## config.mk

```make
export PLATFORM = sky130hd
export DESIGN_NAME = dtbom_blend
export DESIGN_NICKNAME = d
export VERILOG_FILES = /design/src/rtl/depth_test_blend_output_merge_assert.svh /design/src/rtl/dtbom_pkg.sv /design/src/rtl/dtbom_blend.sv
export SDC_FILE = /design/constraint.sdc
export NUM_CORES = 2
export LEC_CHECK = 0
export BUFFER_PORTS_ARGS = -buffer_cell sky130_fd_sc_hd__buf_2
export CORE_UTILIZATION = 50
export CTS_CLUSTER_SIZE = 20
export DETAILED_ROUTE_END_ITERATION = 10
export HOLD_SLACK_MARGIN = 0.03
export PLACE_DENSITY = 0.63
export SLEW_MARGIN = 20
export SYNTH_ARGS = -nofsm -noshare
export SYNTH_HDL_FRONTEND = slang
export SYNTH_SLANG_ARGS = --single-unit
```

## constraint.sdc

```tcl
create_clock -name clock -period 7.9 [get_ports clock]
set_input_delay 0 -clock clock [delete_from_list [all_inputs] [get_ports clock]]
set_output_delay 0 -clock clock [all_outputs]
set_load 0.01 [all_outputs]
```

## src/rtl/depth_test_blend_output_merge_assert.svh

```systemverilog
// assertion macros shared by the raster output merge rtl
// no dependencies; pulled in by the files that carry assertions
`ifndef DEPTH_TEST_BLEND_OUTPUT_MERGE_ASSERT_SVH
`define DEPTH_TEST_BLEND_OUTPUT_MERGE_ASSERT_SVH

// same-cycle implication
`define DTBOM_ASSERT_IMP(label, clk, rst, ante, cons, msg) \
   label: assert property (@(posedge clk) disable iff (rst) (ante) |-> (cons)) \
      else $error(msg);

// next-cycle implication
`define DTBOM_ASSERT_NXT(label, clk, rst, ante, cons, msg) \
   label: assert property (@(posedge clk) disable iff (rst) (ante) |=> (cons)) \
      else $error(msg);

`endif

```

## src/rtl/dtbom_pkg.sv

```systemverilog
// shared types and constants for the raster output merge block
// no dependencies
package dtbom_pkg;

   localparam int FRAME_WIDTH_DEF  = 256;
   localparam int FRAME_HEIGHT_DEF = 256;

   localparam int DEPTH_W     = 24;
   localparam int COLOR_W     = 32;
   localparam int CHAN_W      = 8;
   localparam int COORD_W     = 8;
   localparam int CSR_INDEX_W = 3;
   localparam int CSR_DATA_W  = 2;
   localparam int FRAME_LIM_W = 13;

   localparam logic [DEPTH_W-1:0] FAR_DEPTH = 24'hFFFFFF;
   localparam logic [CHAN_W-1:0]  CHAN_MAX  = 8'hFF;

   // floor(v / 255) == (v * RECIP_255) >> RECIP_SHIFT for v below 132625
   localparam logic [17:0] RECIP_255   = 18'd131587;
   localparam int          RECIP_SHIFT = 25;
   localparam int          SUM_W       = 17;
   localparam int          QUOT_W      = 10;

   typedef enum logic [1:0] {
      ACT_FRAGMENT = 2'd0,
      ACT_READ     = 2'd1,
      ACT_CLEAR    = 2'd2
   } action_type;

   typedef enum logic [1:0] {
      SRC_ONE   = 2'd0,
      SRC_ZERO  = 2'd1,
      SRC_ALPHA = 2'd2
   } src_factor_type;

   typedef enum logic [1:0] {
      DST_ONE     = 2'd0,
      DST_ZERO    = 2'd1,
      DST_INV_SRC = 2'd2
   } dst_factor_type;

   typedef enum logic [CSR_INDEX_W-1:0] {
      CSR_DEPTH_WE   = 3'd0,
      CSR_COLOR_WE   = 3'd1,
      CSR_BLEND_EN   = 3'd2,
      CSR_SRC_FACTOR = 3'd3,
      CSR_DST_FACTOR = 3'd4
   } csr_index_type;

   typedef enum logic [1:0] {
      ST_CLEAR,
      ST_IDLE,
      ST_CALC,
      ST_WRITE
   } state_type;

   typedef struct packed {
      src_factor_type source_factor;
      dst_factor_type dest_factor;
   } blend_cfg_type;

   typedef struct packed {
      logic          depth_write_enable;
      logic          color_write_enable;
      logic          blend_enable;
      blend_cfg_type blend;
   } cfg_type;

   typedef struct packed {
      action_type         action;
      logic               in_frame;
      logic [DEPTH_W-1:0] depth;
      logic [COLOR_W-1:0] color;
   } item_type;

endpackage

```

## src/rtl/dtbom_blend.sv

```systemverilog
// two-stage color blend: factor products summed and registered, then divide by 255
// depends on dtbom_pkg
module dtbom_blend (
   input  logic                             clock,
   input  logic                             load,
   input  dtbom_pkg::blend_cfg_type         cfg,
   input  logic [dtbom_pkg::COLOR_W-1:0]    src_color,
   input  logic [dtbom_pkg::COLOR_W-1:0]    dst_color,
   output logic [dtbom_pkg::COLOR_W-1:0]    blended
);

   localparam int CW = dtbom_pkg::CHAN_W;
   localparam int PW = 2 * dtbom_pkg::CHAN_W;
   localparam int SW = dtbom_pkg::SUM_W;
   localparam int XW = SW + 18;

   logic [CW-1:0] src_f;
   logic [CW-1:0] dst_f;
   logic [PW-1:0] prod_s [4];
   logic [PW-1:0] prod_d [4];
   logic [SW-1:0] sum_in [4];
   logic [SW-1:0] sum_ff [4];
   logic [XW-1:0] scaled [4];
   logic [dtbom_pkg::QUOT_W-1:0] quot [4];

   always_comb begin
      case (cfg.source_factor)
         dtbom_pkg::SRC_ONE:   src_f = dtbom_pkg::CHAN_MAX;
         dtbom_pkg::SRC_ALPHA: src_f = src_color[3*CW +: CW];
         default:              src_f = '0;
      endcase
      case (cfg.dest_factor)
         dtbom_pkg::DST_ONE:     dst_f = dtbom_pkg::CHAN_MAX;
         dtbom_pkg::DST_INV_SRC: dst_f = dtbom_pkg::CHAN_MAX - src_f;
         default:                dst_f = '0;
      endcase
   end

   always_comb begin
      for (int k = 0; k < 4; k++) begin
         prod_s[k] = PW'(src_f) * PW'(src_color[k*CW +: CW]);
         prod_d[k] = PW'(dst_f) * PW'(dst_color[k*CW +: CW]);
         sum_in[k] = SW'(prod_s[k]) + SW'(prod_d[k]);
      end
   end

   always_ff @(posedge clock) begin
      if (load) begin
         sum_ff <= sum_in;
      end
   end

   // reciprocal multiply stands in for the divide, then saturate
   always_comb begin
      for (int k = 0; k < 4; k++) begin
         scaled[k] = XW'(sum_ff[k]) * XW'(dtbom_pkg::RECIP_255);
         quot[k]   = scaled[k][dtbom_pkg::RECIP_SHIFT +: dtbom_pkg::QUOT_W];
         blended[k*CW +: CW] = (quot[k] > dtbom_pkg::QUOT_W'(dtbom_pkg::CHAN_MAX))
                               ? dtbom_pkg::CHAN_MAX : quot[k][CW-1:0];
      end
   end

endmodule

```

Word-level counts from Yosys, hierarchy flattened
Cells that the tools add are included.
Widths: inputs -> output; s select.
- add/subtract/negate cells: 5
- multipliers: 12
- magnitude comparators: 4
- equal/unequal tests: 2
- multiplexer cells: 6
- reduce and logical (&&, ||, !) cells: 2
- operators with widths (operator ; count):
    $mul 17x18->35 const B ; 4
    $mul 8x8->16 ; 8
    $add 16x16->17 ; 4
    $gt 10x8->1 const B ; 4
    $mux 8 ; 4
    $pmux 8 s2 ; 2
    $sub 8x8->8 const A ; 1
    $eq 2x2->1 const B ; 2
    $logic_not 2->1 ; 2
- flip-flop bits (word level): 68
- bits of input ports: 70

Longest topological paths before layout
- depth after elaboration: 6
- depth in mapped cells: 25
- depth with buffers taken out: 23

Worst setup path after synthesis
OpenSTA, ideal clock, no wires.
- kind: input -> register
- start: input port cfg[2] (netlist bit)
- end: register sum_ff[16] (netlist bit), data pin
- setup time: 0.274 ns
- arrival time: 5.563 ns
- data required time: 7.626 ns
- slack: 2.063 ns
- cell stages on the path: 21
- buffers on the path: 3
- cells stage by stage: clkbuf_1 clkbuf_1 a21oi_1 a21oi_1 clkbuf_1 nand2_1 fa_1 inv_1 fa_1 fa_1 fa_1 fa_1 inv_1 fa_1 inv_1 ha_1 a21o_1 a31o_2 a211o_1 a2111oi_0 a211oi_1
- RTL lines (item ; line ; RTL):
    from (decl) ; dtbom_blend.sv:6 ; input dtbom_pkg::blend_cfg_type cfg,
    to (signal assigned) ; dtbom_blend.sv:49 ; sum_ff <= sum_in;
    to (decl) ; dtbom_blend.sv:22 ; logic [SW-1:0] sum_ff [4];

==> out/results.tsv <==
metric	value	unit
height of the die	239	um
GRT overflow	0	
quantity of gates resized following cts	0	
hold_sp	src_color[8]	
hold worst-path end	sum_ff[34]$_DFFE_PP_	
post-synthesis average cell area	9.31	um^2
worst setup path class	primary input to register	
hold crit path type	primary input to register	
worst setup slack after layout	1.89	ns
most repeated cell in the gate-level netlist after synthesis	inv_1	
die boundary width	239	um
final core utilization	0.539	
register clock-pin slew on the reported worst setup and hold paths	0.05	ns
combined flip-flop and latch cell area	2040	um^2
top post-synthesis cells by count	inv_1, ha_1, fa_1	
Cell Count, Final, Fillers Out	3852	
share of layout cells above drive strength 1	0.0546	
total number of vias	20100	
count of unresolved DRC violations after routing	0	
Slew Limit Fails	0	
die area	57200	um^2
WL/cell	15.3	um
dpl hpwl	50.4	mm
most area-hungry cell type in the Yosys netlist	fa_1	
GRT Total Usage	0.225	
Root Driver	clkbuf_16	
buffer levels on the longest clock path	2	
Max Cap Viol	0	
number of setup violations in the final report	0	
Crit path arrival time	6.12	ns
combined area of the multi-input logic cells	23100	um^2
unrepaired setup endpoints after global routing	no	
pre-CTS setup slack	1.47	ns
Period Utilization, post-route	0.761	
share of Yosys cell area claimed by the top area cell type	0.311	
Core Footprint	55300	um^2
antenna violations before repair	4	
Mapped Area	28100	um^2
number of placed I/O pins	102	
number of enable-type register cells in the synthesized netlist	68	
number of unique standard cell types used by synthesis	70	
number of placement rows	86	
detailed-router iteration count before antenna repair	5	
Worst Setup End Kind	register	
Mapped Nets	4168	
time the final worst path needs with I/O delays and setup	6.01	ns
post-CTS setup repair buffer count	0	
via count of the first global-routing pass	21700	
maximum level of the CTS H-tree	3	
Worst-Margin Slew	1.03	ns
Fmax achieved	0.166	GHz
registers with the highest flip-flop counts	sum_ff x68	
placed insts	3830	
Final GP Congestion	0.881	
Total Neg Setup Slack	0	ns
Slew Limit Headroom	0.316	
first-pass GRT wire length	104	mm
final wirelength	59.1	mm
maximum number of pins on one net before global-route repair	69	
number of flip-flops in the largest register	68	
Clock Sink Count	68	
total of hold buffers inserted after clock tree synthesis	0	
fill cell instance count of the final layout	5119	
vias per inst	5.23	
result of the run	completed	
clock tree from TritonCTS	done	
biggest area contributors in the synthesized netlist	fa_1, ha_1, inv_1	
area delta synth->final	6.10	%
number of nets in the final layout	4243	
critical path fanouts, max	21	
Synthesis Warnings	0	
TritonCTS buffer count	9	
number of cells produced by synthesis	3018	
Post-synth ARST share	0	
dominant synthesized flop cell	edfxtp_1	
Critical Path RT	8.01	ns
Buffers on Ports	101	
share of synthesized area occupied by flip-flops and latches	0.0727	
category of the worst setup path launch point	primary input	
initial core utilization	0.508	
register bit count reported by yosys	68	
most flop-heavy register	sum_ff	
ANT nets after route	0	
Hold Crit Depth	3	
DRC marker count from the first detailed-route iteration	870	
number of hold-slack violations in the final timing report	0	
## logic make-up after synthesis
group           count (synthesis)  share of synthesized area
compound gates                275                     0.0662
xor+xnor                       66                     0.0206
fa+ha+maj                    1080                      0.597
simple gates                  716                      0.134
buf+inv                       812                      0.109
mux                             1                   0.000356
flops                          68                     0.0727
## routing by layer
metal	up-vias	wire length [um]	GRT usage
li1	9669	-	-
met1	10100	27400	0.308
met2	326	28400	0.382
met3	36	2530	0.0292
met4	2	713	0.0394
met5	-	7	0
## metrics by stage
step	instance area, um^2	hold WS (ns)
finish	29800	0.168
global route	29800	0.189
CTS	29800	0.151
detailed placement	29500	0.546
global placement	29500	0.543
floorplan	28100	0.112
## cell usage in the layout (no fill, tap or decap), drive strengths merged, types with 25 or more instances in the layout
cell type,count
nand3,25
edfxtp,68
inv,757
buf,119
ha,644
fa,436
and2,307
xnor2,49
o21ai,42
nor2,40
nand2,239
a21oi,81
a21o,31
## critical path: stages
cell and delay (ns):
buf_2 0.38, a21oi_2 0.08, a21oi_2 0.79, buf_4 0.30, and2_1 0.13, ha_1 0.13, inv_1 0.06, fa_1 0.45
fa_1 0.49, inv_1 0.05, fa_1 0.52, inv_1 0.05, fa_1 0.47, inv_1 0.05, fa_1 0.43, ha_1 0.32
a21oi_1 0.23, o21bai_1 0.13, a211o_1 0.34, a31oi_1 0.30, o21bai_1 0.11, a21oi_1 0.20, xnor2_1 0.10
## layout make-up
cell class | count | area share
Antenna cell | 6 | 0.000503
Clock buffer | 12 | 0.00793
Clock inverter | 4 | 0.000545
Inverter | 757 | 0.0953
Multi-Input combinational cell | 2138 | 0.774
Sequential cell | 68 | 0.0685
Tap cell | 748 | 0.0314
Timing Repair Buffer | 119 | 0.0216
## worst max path at each step
| stage | startpoint | to | slack [ns] | cells after the start |
|---|---|---|---|---|
| finish | cfg[2] | sum_ff[63]$_DFFE_PP_ | 1.89 | 23 |
| global route | cfg[2] | sum_ff[50]$_DFFE_PP_ | 1.59 | 22 |
| CTS | cfg[2] | sum_ff[66]$_DFFE_PP_ | 1.88 | 23 |
| detailed placement | cfg[2] | sum_ff[66]$_DFFE_PP_ | 1.47 | 23 |
| global placement | cfg[2] | sum_ff[66]$_DFFE_PP_ | 1.63 | 23 |
| floorplan | cfg[2] | sum_ff[16]$_DFFE_PP_ | 2.06 | 21 |
Power is not shown: default switching activity piles up to over one toggle a cycle in this logic, so the estimate is an artifact.
